**src/rtl/deq_pkg.sv**
```systemverilog
// ----------------------------------------------------------------------------
// Deque package
// Operation and status codes, controller states and the command and status
// bundles between controller and datapath.
// ----------------------------------------------------------------------------
package deq_pkg;

	typedef logic [2:0] kind_t;

	localparam kind_t KIND_PUSH_FRONT = 3'd0;
	localparam kind_t KIND_PUSH_BACK  = 3'd1;
	localparam kind_t KIND_POP_FRONT  = 3'd2;
	localparam kind_t KIND_POP_BACK   = 3'd3;
	localparam kind_t KIND_SEARCH     = 3'd4;
	localparam kind_t KIND_WALK_FWD   = 3'd5;
	localparam kind_t KIND_WALK_BACK  = 3'd6;

	typedef logic [1:0] status_t;

	localparam status_t ST_OK       = 2'd0;
	localparam status_t ST_EMPTY    = 2'd1;
	localparam status_t ST_FULL     = 2'd2;
	localparam status_t ST_NOTFOUND = 2'd3;

	typedef enum logic [1:0] {
		S_IDLE,
		S_DECODE,
		S_SCAN
	} state_t;

	// controller -> datapath
	typedef struct packed {
		logic    load;     // latch request fields, rewind scan index
		logic    rd;       // read entry at scan index, advance index
		logic    push;
		logic    pop;
		logic    emit;     // register one result
		status_t status;
		logic    last;
		logic    use_data; // result carries the read word
	} dp_cmd_t;

	// datapath -> controller
	typedef struct packed {
		kind_t kind;
		logic  empty;
		logic  full;
		logic  match;   // word just read equals the search key
		logic  rd_last; // word just read is the final held entry
	} dp_stat_t;

	function automatic logic is_nan(input logic [31:0] w);
		return (w[30:23] == 8'hFF) && (w[22:0] != 23'd0);
	endfunction

	function automatic logic ieee_eq(input logic [31:0] a, input logic [31:0] b);
		if (is_nan(a) || is_nan(b))
			return 1'b0;
		if (((a | b) & 32'h7FFF_FFFF) == 32'd0)
			return 1'b1;
		return a == b;
	endfunction

endpackage

```
**src/rtl/deq_ctrl.sv**
```systemverilog
// ----------------------------------------------------------------------------
// Deque controller
// Decodes a request, then issues reads, updates and result strobes.
// ----------------------------------------------------------------------------
module deq_ctrl import deq_pkg::*; (
	input  logic     clk,
	input  logic     arst_n,
	input  logic     start,
	input  dp_stat_t stat,
	output logic     busy,
	output dp_cmd_t  cmd
);

	state_t state_q, state_nxt;

	always_ff @(posedge clk or negedge arst_n) begin
		if (!arst_n) begin
			state_q <= S_IDLE;
		end else begin
			state_q <= state_nxt;
		end
	end

	always_comb begin
		state_nxt = state_q;
		unique case (state_q)
			S_IDLE: begin
				if (start)
					state_nxt = S_DECODE;
			end
			S_DECODE: begin
				state_nxt = S_IDLE;
				unique case (stat.kind) inside
					KIND_POP_FRONT, KIND_POP_BACK, KIND_SEARCH,
					KIND_WALK_FWD, KIND_WALK_BACK: begin
						if (!stat.empty)
							state_nxt = S_SCAN;
					end
					default: ;
				endcase
			end
			S_SCAN: begin
				state_nxt = S_IDLE;
				unique case (stat.kind) inside
					KIND_SEARCH: begin
						if (!stat.match && !stat.rd_last)
							state_nxt = S_SCAN;
					end
					KIND_WALK_FWD, KIND_WALK_BACK: begin
						if (!stat.rd_last)
							state_nxt = S_SCAN;
					end
					default: ;
				endcase
			end
			default: state_nxt = S_IDLE;
		endcase
	end

	always_comb begin
		cmd  = '0;
		busy = (state_q != S_IDLE);
		unique case (state_q)
			S_IDLE: begin
				cmd.load = start;
			end
			S_DECODE: begin
				unique case (stat.kind) inside
					KIND_PUSH_FRONT, KIND_PUSH_BACK: begin
						cmd.emit   = 1'b1;
						cmd.last   = 1'b1;
						cmd.status = stat.full ? ST_FULL : ST_OK;
						cmd.push   = !stat.full;
					end
					KIND_POP_FRONT, KIND_POP_BACK, KIND_WALK_FWD, KIND_WALK_BACK: begin
						if (stat.empty) begin
							cmd.emit   = 1'b1;
							cmd.last   = 1'b1;
							cmd.status = ST_EMPTY;
						end else begin
							cmd.rd = 1'b1;
						end
					end
					KIND_SEARCH: begin
						if (stat.empty) begin
							cmd.emit   = 1'b1;
							cmd.last   = 1'b1;
							cmd.status = ST_NOTFOUND;
						end else begin
							cmd.rd = 1'b1;
						end
					end
					default: ;
				endcase
			end
			S_SCAN: begin
				unique case (stat.kind) inside
					KIND_POP_FRONT, KIND_POP_BACK: begin
						cmd.emit     = 1'b1;
						cmd.last     = 1'b1;
						cmd.status   = ST_OK;
						cmd.use_data = 1'b1;
						cmd.pop      = 1'b1;
					end
					KIND_SEARCH: begin
						if (stat.match) begin
							cmd.emit   = 1'b1;
							cmd.last   = 1'b1;
							cmd.status = ST_OK;
						end else if (stat.rd_last) begin
							cmd.emit   = 1'b1;
							cmd.last   = 1'b1;
							cmd.status = ST_NOTFOUND;
						end else begin
							cmd.rd = 1'b1;
						end
					end
					KIND_WALK_FWD, KIND_WALK_BACK: begin
						cmd.emit     = 1'b1;
						cmd.last     = stat.rd_last;
						cmd.status   = ST_OK;
						cmd.use_data = 1'b1;
						cmd.rd       = !stat.rd_last;
					end
					default: ;
				endcase
			end
			default: ;
		endcase
	end

endmodule

```
**src/rtl/deq_dpath.sv**
```systemverilog
// ----------------------------------------------------------------------------
// Deque datapath
// Ring storage, front pointer, fill count, scan index and result registers.
// ----------------------------------------------------------------------------
module deq_dpath import deq_pkg::*; #(
	parameter int DEPTH = 16
) (
	input  logic        clk,
	input  logic        arst_n,
	input  logic [2:0]  kind,
	input  logic [31:0] value_in,
	input  dp_cmd_t     cmd,
	output dp_stat_t    stat,
	output logic        done,
	output logic [1:0]  status,
	output logic [31:0] value_out,
	output logic        last
);

	localparam int IDX_W = $clog2(DEPTH);
	localparam int CNT_W = $clog2(DEPTH + 1);
	localparam logic [IDX_W:0] DEPTH_X = (IDX_W + 1)'(DEPTH);
	localparam logic [IDX_W-1:0] TOP_IDX = IDX_W'(DEPTH - 1);
	localparam logic [CNT_W-1:0] DEPTH_C = CNT_W'(DEPTH);

	logic [31:0] mem [DEPTH];

	kind_t             kind_q;
	logic [31:0]       val_q;
	logic [IDX_W-1:0]  front_q;
	logic [CNT_W-1:0]  count_q;
	logic [CNT_W-1:0]  rd_idx_q;
	logic [31:0]       rd_data_s1;
	logic              rd_last_s1;
	logic              res_valid_q;
	status_t           res_status_q;
	logic [31:0]       res_value_q;
	logic              res_last_q;

	logic              backward;
	logic [CNT_W-1:0]  rd_off;
	logic [IDX_W:0]    rd_sum;
	logic [IDX_W-1:0]  rd_addr;
	logic [IDX_W:0]    tail_sum;
	logic [IDX_W-1:0]  tail_addr;
	logic [IDX_W-1:0]  front_dec;
	logic [IDX_W-1:0]  front_inc;
	logic [IDX_W-1:0]  wr_addr;

	always_comb begin
		backward  = (kind_q == KIND_POP_BACK) || (kind_q == KIND_WALK_BACK);
		rd_off    = backward ? (count_q - CNT_W'(1) - rd_idx_q) : rd_idx_q;
		rd_sum    = {1'b0, front_q} + (IDX_W + 1)'(rd_off);
		rd_addr   = (rd_sum >= DEPTH_X) ? IDX_W'(rd_sum - DEPTH_X) : rd_sum[IDX_W-1:0];
		tail_sum  = {1'b0, front_q} + (IDX_W + 1)'(count_q);
		tail_addr = (tail_sum >= DEPTH_X) ? IDX_W'(tail_sum - DEPTH_X)
			: tail_sum[IDX_W-1:0];
		front_dec = (front_q == '0) ? TOP_IDX : front_q - IDX_W'(1);
		front_inc = (front_q == TOP_IDX) ? '0 : front_q + IDX_W'(1);
		wr_addr   = (kind_q == KIND_PUSH_FRONT) ? front_dec : tail_addr;
	end

	always_comb begin
		stat.kind    = kind_q;
		stat.empty   = (count_q == '0);
		stat.full    = (count_q == DEPTH_C);
		stat.match   = ieee_eq(rd_data_s1, val_q);
		stat.rd_last = rd_last_s1;
	end

	// storage: one write and one registered read per cycle
	always_ff @(posedge clk) begin
		if (cmd.push)
			mem[wr_addr] <= val_q;
		if (cmd.rd) begin
			rd_data_s1 <= mem[rd_addr];
			rd_last_s1 <= (rd_idx_q == count_q - CNT_W'(1));
		end
		if (cmd.load) begin
			kind_q <= kind;
			val_q  <= value_in;
		end
		if (cmd.emit) begin
			res_status_q <= cmd.status;
			res_value_q  <= cmd.use_data ? rd_data_s1 : 32'd0;
			res_last_q   <= cmd.last;
		end
	end

	always_ff @(posedge clk or negedge arst_n) begin
		if (!arst_n) begin
			front_q     <= '0;
			count_q     <= '0;
			rd_idx_q    <= '0;
			res_valid_q <= 1'b0;
		end else begin
			res_valid_q <= cmd.emit;
			if (cmd.load)
				rd_idx_q <= '0;
			else if (cmd.rd)
				rd_idx_q <= rd_idx_q + CNT_W'(1);
			if (cmd.push) begin
				count_q <= count_q + CNT_W'(1);
				if (kind_q == KIND_PUSH_FRONT)
					front_q <= front_dec;
			end else if (cmd.pop) begin
				count_q <= count_q - CNT_W'(1);
				if (kind_q == KIND_POP_FRONT)
					front_q <= front_inc;
			end
		end
	end

	assign done      = res_valid_q;
	assign status    = res_status_q;
	assign value_out = res_value_q;
	assign last      = res_last_q;

endmodule

```
**src/rtl/double_ended_queue_with_search.sv**
```systemverilog
// Push and empty/full cases give their result from the decode state; done is registered from it.
// Pop reads in the decode state and gives its result from the scan state; search and walk
// scan one held entry per cycle. A new request is taken only while busy is low, once the
// previous request has given its last result.
// Results cannot be stalled; done marks each one for one cycle.
// Reset (arst_n low) empties the queue and drops any request in progress.
// ----------------------------------------------------------------------------
// Double-ended queue with search
// Ring-buffer deque of 32-bit words with push, pop, search and traversal.
// ----------------------------------------------------------------------------
module double_ended_queue_with_search import deq_pkg::*; #(
	parameter int DEPTH = 16
) (
	input  logic        clk,
	input  logic        arst_n,
	input  logic        start,
	output logic        busy,
	input  logic [2:0]  kind,
	input  logic [31:0] value_in,
	output logic        done,
	output logic [1:0]  status,
	output logic [31:0] value_out,
	output logic        last
);

	dp_cmd_t  cmd;
	dp_stat_t stat;

	deq_ctrl u_ctrl (
		.clk    (clk),
		.arst_n (arst_n),
		.start  (start),
		.stat   (stat),
		.busy   (busy),
		.cmd    (cmd)
	);

	deq_dpath #(
		.DEPTH (DEPTH)
	) u_dpath (
		.clk       (clk),
		.arst_n    (arst_n),
		.kind      (kind),
		.value_in  (value_in),
		.cmd       (cmd),
		.stat      (stat),
		.done      (done),
		.status    (status),
		.value_out (value_out),
		.last      (last)
	);

endmodule

```
**config.mk**
```make
export PLATFORM = sky130hd
export DESIGN_NAME = double_ended_queue_with_search
export DESIGN_NICKNAME = d
export VERILOG_FILES = /design/src/rtl/deq_pkg.sv /design/src/rtl/deq_ctrl.sv /design/src/rtl/deq_dpath.sv /design/src/rtl/double_ended_queue_with_search.sv
export SDC_FILE = /design/constraint.sdc
export NUM_CORES = 1
export LEC_CHECK = 0
export ABC_AREA = 0
export ABC_CLOCK_PERIOD_IN_PS = 5200
export BUFFER_PORTS_ARGS = -buffer_cell sky130_fd_sc_hd__buf_2
export CAP_MARGIN = 20
export CELL_PAD_IN_SITES_DETAIL_PLACEMENT = 1
export CELL_PAD_IN_SITES_GLOBAL_PLACEMENT = 1
export CORE_ASPECT_RATIO = 0.5
export CORE_MARGIN = 3
export CORE_UTILIZATION = 42
export DETAILED_ROUTE_END_ITERATION = 6
export GPL_TIMING_DRIVEN = 0
export PLACE_DENSITY = 0.61
export SYNTH_ARGS = -nofsm -noshare
export SYNTH_HDL_FRONTEND = slang
export SYNTH_HIERARCHICAL = 1
export SYNTH_SLANG_ARGS = --single-unit
```
**constraint.sdc**
```tcl
create_clock -name clk -period 5.2 [get_ports clk]
set_input_delay 0.26 -clock clk [delete_from_list [all_inputs] [get_ports clk]]
set_output_delay 0.26 -clock clk [all_outputs]
set_load 0.01 [all_outputs]
```
# [After elaboration in Yosys (flattened, before gate mapping)]
# Memory sizes are Yosys's and may differ from the RTL's. A register that Yosys moved wholly into a read port is not among the register bits.
# Index checks and enable logic that the tools add are counted.
[totals] n_memories=1 mem_bits_rw=512 reg_bits=88 elab_cells=117
[op_classes] bitwise=1 n_reduce_logical=25 muxes=51 n_eq_ne=16 add_sub_neg=10 n_lt_le_gt_ge=2
[mem_list] memory="u_dpath.mem" words=16 word_bits=32 read_ports=1 rd_clocked_by_memory_dff=1 wr=1 line="deq_dpath.sv:26" rtl="logic [31:0] mem [DEPTH];"
[op_table] operator="4-bit two-way mux" n=13
[op_table] operator="23-bit nonzero test" n=2
[op_table] operator="32-bit == test" n=1
[op_table] operator="32-bit zero test" n=1
[op_table] operator="31-bit OR" n=1
[op_table] operator="5-bit two-way mux" n=5
[op_table] operator="4-bit one-hot mux with 3 select lines" n=2
[op_table] operator="1-bit two-way mux" n=20
[op_table] operator="8-bit == test (second input constant)" n=2
[op_table] operator="2-bit two-way mux" n=6
[op_table] operator="4-bit by 1-bit subtractor with 4-bit output (second input constant)" n=3
[op_table] operator="4-bit by 5-bit adder with 5-bit output" n=2
[op_table] operator="5-bit by 1-bit adder with 5-bit output (second input constant)" n=2
[op_table] operator="5-bit >= comparator (second input constant)" n=2
[op_table] operator="3-bit == test (second input constant)" n=3
[op_table] operator="4-bit one-hot mux with 2 select lines" n=1
[op_table] operator="2-bit nonzero test" n=4
[op_table] operator="3-bit by 2-bit == test with 1-bit output (second input constant)" n=2
[op_table] operator="2-bit one-hot mux with 3 select lines" n=1
[op_table] operator="2-bit OR reduction" n=3
[op_table] operator="5-bit == test" n=1
[op_table] operator="5-bit == test (second input constant)" n=1
[op_table] operator="5-bit zero test" n=1
[op_table] operator="5-bit OR reduction" n=1
[op_table] operator="other kinds (19)" n=25

# [Logic depth before layout (Yosys ltp)]
[depth] ltp_word=12 ltp_mapped=13

# [By module]
# Netlist, hierarchy kept.
[modules_own_cells] module="deq_dpath" seq_area_each_um2=18843.1 instances=1 area_per_inst_um2=25172.9 cells_per_inst=1243
[modules_own_cells] module="deq_ctrl" seq_area_each_um2=50.0 instances=1 area_per_inst_um2=425.4 cells_per_inst=55

# [Worst setup path after synthesis]
# OpenSTA, ideal clock, no wires.
[synth_timing] path_type="register -> register" start="register u_dpath.count_q[0]" end="memory u_dpath.mem[0][0] (enable)" slack_ns=0.755 setup_ns=0.461 path_buffers=1 period_less_slack_ns=4.445 path_stages_with_launch=8 arrival_ns=3.984 cell_sequence="dfrtp_1 inv_1 ha_1 and3_1 nor3_1 clkbuf_1 nand3_1 nor3_1"
[synth_rtl] item="from (decl)" line="deq_dpath.sv:31" rtl="logic [CNT_W-1:0] count_q;"
[synth_rtl] item="from (signal assigned)" line="deq_dpath.sv:103" rtl="count_q <= count_q + CNT_W'(1);"
[synth_rtl] item="from (signal assigned)" line="deq_dpath.sv:107" rtl="count_q <= count_q - CNT_W'(1);"
[synth_rtl] item="to (decl)" line="deq_dpath.sv:26"

# [Worst setup path in the final report]
[layout_timing] start="register u_dpath.count_q[0]" end="register u_dpath.rd_data_s1[27] (read register of u_dpath.mem) (data pin)"
[layout_via] elab_chain_cells=6 word_cells_on_any_way=11 cone_classes="add/sub (4); order compare (1); mux (5); reduce/logical (1)"
[layout_lines] item="5-bit by 1-bit subtractor with 5-bit output" line="deq_dpath.sv:52" rtl="rd_off = backward ? (count_q - CNT_W'(1) - rd_idx_q) : rd_idx_q;"
[layout_lines] item="5-bit subtractor" line="deq_dpath.sv:52"
[layout_lines] item="5-bit two-way mux" line="deq_dpath.sv:52"
[layout_lines] item="4-bit by 5-bit adder with 5-bit output" line="deq_dpath.sv:53" rtl="rd_sum = {1'b0, front_q} + (IDX_W + 1)'(rd_off);"
[layout_lines] item="4-bit by 1-bit subtractor with 4-bit output / 5-bit >= comparator (equally long branches)" line="deq_dpath.sv:54" rtl="rd_addr = (rd_sum >= DEPTH_X) ? IDX_W'(rd_sum - DEPTH_X) : rd_sum[IDX_W-1:0];"
[layout_lines] item="4-bit two-way mux" line="deq_dpath.sv:54"
[layout_lines] item="to (decl)" line="deq_dpath.sv:33" rtl="logic [31:0] rd_data_s1;"
# Several ways; a longest one is shown, not always the timed one.
# A chain may end at the register's enable or synchronous reset.

==> metrics.md <==
| Metric | Value |
|---|---|
| Average cell area after synthesis | `between 15 and 20 um2` |
| Max-capacitance violation count | `0` |
| Starting density of the core | `42.8%` |
| Leading area contributor after synthesis | `sky130_fd_sc_hd__edfxtp_1` |
| Crit-path slowest cell | `sky130_fd_sc_hd__clkbuf_1` |
| Final count of hold timing violations | `0` |
| Count leader, synth | `sky130_fd_sc_hd__edfxtp_1` |
| Static leakage power | `10.3 nW` |
| Clock input transition at the sequential cells of the worst setup and hold paths | `roughly 0.06 ns` |
| Register bit total from synthesis | `roughly 630` |
| Register-to-register setup slack | `about 0.16 ns` |
| Mapped Nets | `around 1400` |
| Routed wire length per instance | `between 20 and 30 um` |
| Dominant cells by area after synthesis | `sky130_fd_sc_hd__edfxtp_1 72%, sky130_fd_sc_hd__mux4_2 11%, sky130_fd_sc_hd__mux2i_1 3.8%` |
| Last weighted congestion value of the routability-driven placer | `0.789` |
| Largest net degree at the start of global routing | `23` |
| Critical Path Source Type | `flop` |
| Horizontal die dimension | `355 um` |
| Core Footprint | `between 50000 and 60000 um2` |
| Post-layout nets | `between 1500 and 2000` |
| R2R Path Start | `u_dpath/count_q[0]$_DFFE_PN0P_` |
| Crit path largest cell delay | `about 0.76 ns` |
| Number of global-route vias before repair | `13900` |
| Sequential area share after synthesis | `about three quarters` |
| Cell types with the highest counts after synthesis | `615 x sky130_fd_sc_hd__edfxtp_1, 128 x sky130_fd_sc_hd__mux4_2, 98 x sky130_fd_sc_hd__mux2i_1` |
| RSZ-0062 raised after global routing | `no` |
| Element type at the critical path end | `flop` |
| Final count of pins violating max slew | `0` |
| Worst flop-to-flop path endpoint | `u_dpath/rd_data_s1[27]$_DFFE_PP_` |
| Min-Delay Path Class | `input port to async pin` |
| H-Tree Depth | `2` |
| Fraction of synthesized cell area taken by the top area cell type | `between 70% and 80%` |
| Number of synthesized flops with an enable pin | `between 600 and 700` |
| Worst vdd ir | `between 300 and 400 uV` |
| Capture point of the critical path | `u_dpath/rd_data_s1[27]$_DFFE_PP_` |
| Post-Route Setup TNS | `0 ns` |
| DRC violations left | `0` |
| Ys Warns | `6` |
| Antenna diode instance count | `0` |
| Total setup buffers inserted after CTS | `0` |
| Synth-to-layout area growth | `16.3%` |
| Final-report setup violation count | `0` |
| Fraction of the core area covered by cells at the end of the flow | `49.8%` |
| Gr usage total | `between 10% and 20%` |
| Number of nets still failing antenna checks after routing | `0` |
| Floorplan die area | `between 60000 and 70000 um2` |
| Crit path max fanout | `10` |
| Worst-case reg-to-reg path depth | `11` |
| Cell area power density | `623 nW/um2` |
| Normalized max-slew margin | `approximately 28%` |
| TritonCTS Buffers | `56` |
| Cell at the root of the clock tree | `sky130_fd_sc_hd__clkbuf_16` |
| Final critical delay including setup and external delays | `5.04 ns` |
| Fraction of registers with async set or reset after synthesis | `roughly 2.7%` |
| Instance count of the mapped netlist | `between 1000 and 1500` |
| Initial antenna violation count | `1` |
| Chain of cells forming the critical path | `inv_1 > ha_1 > fa_1 > o21ai_0 > inv_1 > fa_1 > clkbuf_1 > clkbuf_1 > mux4_2 > mux2i_1 > mux2i_1` |
| Flip-flop cell with the highest count after synthesis | `sky130_fd_sc_hd__edfxtp_1` |
| WP data required | `roughly 5.5 ns` |
| Die height | `between 150 and 200 um` |
| I/O pin count | `75` |
| Mapped Area | `between 20000 and 30000 um2` |
| Setup clock skew after layout | `between 0.015 and 0.02 ns` |
| Max clock buf depth | `3` |
| Worst-Margin Slew | `1.08 ns` |
| CP arrival | `approximately 5.4 ns` |
| Global-route wire length before repair | `between 90000 and 100000 um` |
| Crit path kind | `flop to flop` |
| Post-DP HPWL | `42900 um` |
| FMAX | `198 MHz` |
| Via count normalized by instance count | `around 5.5` |
| Rows | `63` |
| Critical path origin | `u_dpath/count_q[0]$_DFFE_PN0P_` |
| Total clock sinks | `~630` |
| Share of the clock period used by the worst path | `about 97%` |
| Number of distinct library cells after synthesis | `60` |
| Result of the run | `complete, no violations` |
| First-pass iteration count of the detailed router | `5` |
| Source-to-sink clock delay at the later pin of the worst-skew pair | `~0.61 ns` |
| Detailed Route Iter0 Violations | `roughly 1100` |
| Residual overflow from global routing | `0` |
| Routed wire length | `between 60000 and 70000 um` |
| Via count | `~13000` |
| Port bufs | `between 70 and 80` |
| Fraction of layout cells with a size suffix above 1 | `approximately a quarter` |
| TritonCTS clock tree | `yes` |
cell type report:
| class | instances | area, um2 |
|---|---|---|
| flip-flops and latches | 632 | 18900 |
| clock buffers | 66 | 1440 |
| fillers | 5552 | 30000 |
| plain buffers | 49 | 254 |
| clock inverters | 28 | 244 |
| multi-input cells | 536 | 6270 |
| inverters | 81 | 304 |
| well taps | 812 | 1020 |
| repair buffers | 150 | 1340 |
cell families after synthesis:
logic type / Yosys count / share of synthesized area (%)
AND/OR/NAND/NOR: 174 / 3.63
XOR/XNOR: 23 / 0.816
adder cells (fa/ha/maj): 55 / 2.78
multiplexers: 228 / 15.2
flip-flops: 632 / 73.8
AO/OA/AOI/OAI: 56 / 1.64
buffers and inverters: 130 / 2.14
flip-flops by register name (all words and copies together) (netlist names):
name / flops
u_dpath/value_out: 32
u_dpath/count_q: 5
u_dpath/done: 1
u_dpath/rd_last_s1: 1
u_dpath/status: 2
u_dpath/last: 1
u_dpath/rd_idx_q: 5
u_dpath/val_q: 32
u_dpath/kind_q: 3
u_dpath/mem: 512
u_dpath/front_q: 4
u_dpath/rd_data_s1: 32
u_ctrl/state_q: 2
power breakdown:
part / switching [W] / internal [W]
Clock: 0.00180 / 0.00216
Sequential: 0.000493 / 0.00647
Combinational: 0.00421 / 0.00343
Total: 0.00650 / 0.0121
layer usage:
metal / share of wire, % / track usage (%) / up-vias
met3: 5.3 / 3.82 / 63
met4: 1.5 / 3.85 / 0
li1: - / - / 5600
met1: 46 / 28.6 / 6905
met5: 0 / 0 / -
met2: 47 / 31.0 / 303
worst max-delay path: cells and delay by family (launching register included):
kind | cells | cell delay (ns)
mux | 3 | 0.89
buf+inv | 4 | 1.61
fa+ha+maj | 3 | 1.41
flops | 1 | 0.53
compound gates | 1 | 0.30
per-stage QoR:
step | cell area (um2) | power (W) | hold WS (ns) | cells | setup slack (ns)
after global routing | 29800 | 0.0196 | 0.154 | 2354 | 0.00207
after global placement | 27000 | 0.0144 | 0.232 | 2184 | -2.87
after floorplan | 25600 | 0.0121 | -0.0356 | 1298 | 0.755
final | 29800 | 0.0186 | 0.138 | 2354 | 0.159
after detailed placement | 27700 | 0.0148 | 0.239 | 2223 | 0.149
after CTS | 29800 | 0.0188 | 0.126 | 2354 | 0.112
layout by cell type, fill, tap and decap left out, types with 4 or more instances in the layout:
master	instances
sky130_fd_sc_hd__dlygate4sd3_1	37
sky130_fd_sc_hd__xor2_1	11
sky130_fd_sc_hd__a21oi_1	9
sky130_fd_sc_hd__clkbuf_16	56
sky130_fd_sc_hd__o21ai_0	13
sky130_fd_sc_hd__nand3_1	12
sky130_fd_sc_hd__buf_16	6
sky130_fd_sc_hd__nor3_1	9
sky130_fd_sc_hd__mux2i_1	98
sky130_fd_sc_hd__nand4_1	18
sky130_fd_sc_hd__buf_2	88
sky130_fd_sc_hd__clkbuf_2	4
sky130_fd_sc_hd__mux4_2	128
sky130_fd_sc_hd__edfxtp_1	615
sky130_fd_sc_hd__nor4_1	19
sky130_fd_sc_hd__buf_12	5
sky130_fd_sc_hd__buf_4	4
sky130_fd_sc_hd__bufinv_16	4
sky130_fd_sc_hd__inv_1	81
sky130_fd_sc_hd__and2_1	33
sky130_fd_sc_hd__clkbuf_1	32
sky130_fd_sc_hd__nor3_2	8
sky130_fd_sc_hd__clkinv_1	13
sky130_fd_sc_hd__buf_6	24
sky130_fd_sc_hd__nor2_4	8
sky130_fd_sc_hd__ha_1	52
sky130_fd_sc_hd__nor2_1	24
sky130_fd_sc_hd__o211ai_1	4
sky130_fd_sc_hd__buf_8	7
sky130_fd_sc_hd__dfrtp_1	17
sky130_fd_sc_hd__clkinv_2	7
sky130_fd_sc_hd__xnor2_1	11
sky130_fd_sc_hd__nand2_1	24
how the worst min path moves through the flow:
stage	end	startpoint	slack (ns)	cells after the start
after detailed placement	u_dpath/count_q[0]$_DFFE_PN0P_	arst_n	0.24	1
final	u_dpath/count_q[4]$_DFFE_PN0P_	arst_n	0.14	2
after CTS	u_dpath/count_q[3]$_DFFE_PN0P_	arst_n	0.13	2
after global placement	u_dpath/count_q[3]$_DFFE_PN0P_	arst_n	0.23	1
after floorplan	u_ctrl/state_q[0]$_DFFE_PN0P_	arst_n	-0.04	0
after global routing	u_dpath/count_q[4]$_DFFE_PN0P_	arst_n	0.15	2
what timing repair did:
action | 4_1_cts | 5_1_grt
hold buffers | 37 | 0
gates resized for setup | 0 | 13
hold endpoints to repair | 53 | 0
setup endpoints to repair | 0 | 16
(Power assumes the default switching activity.)
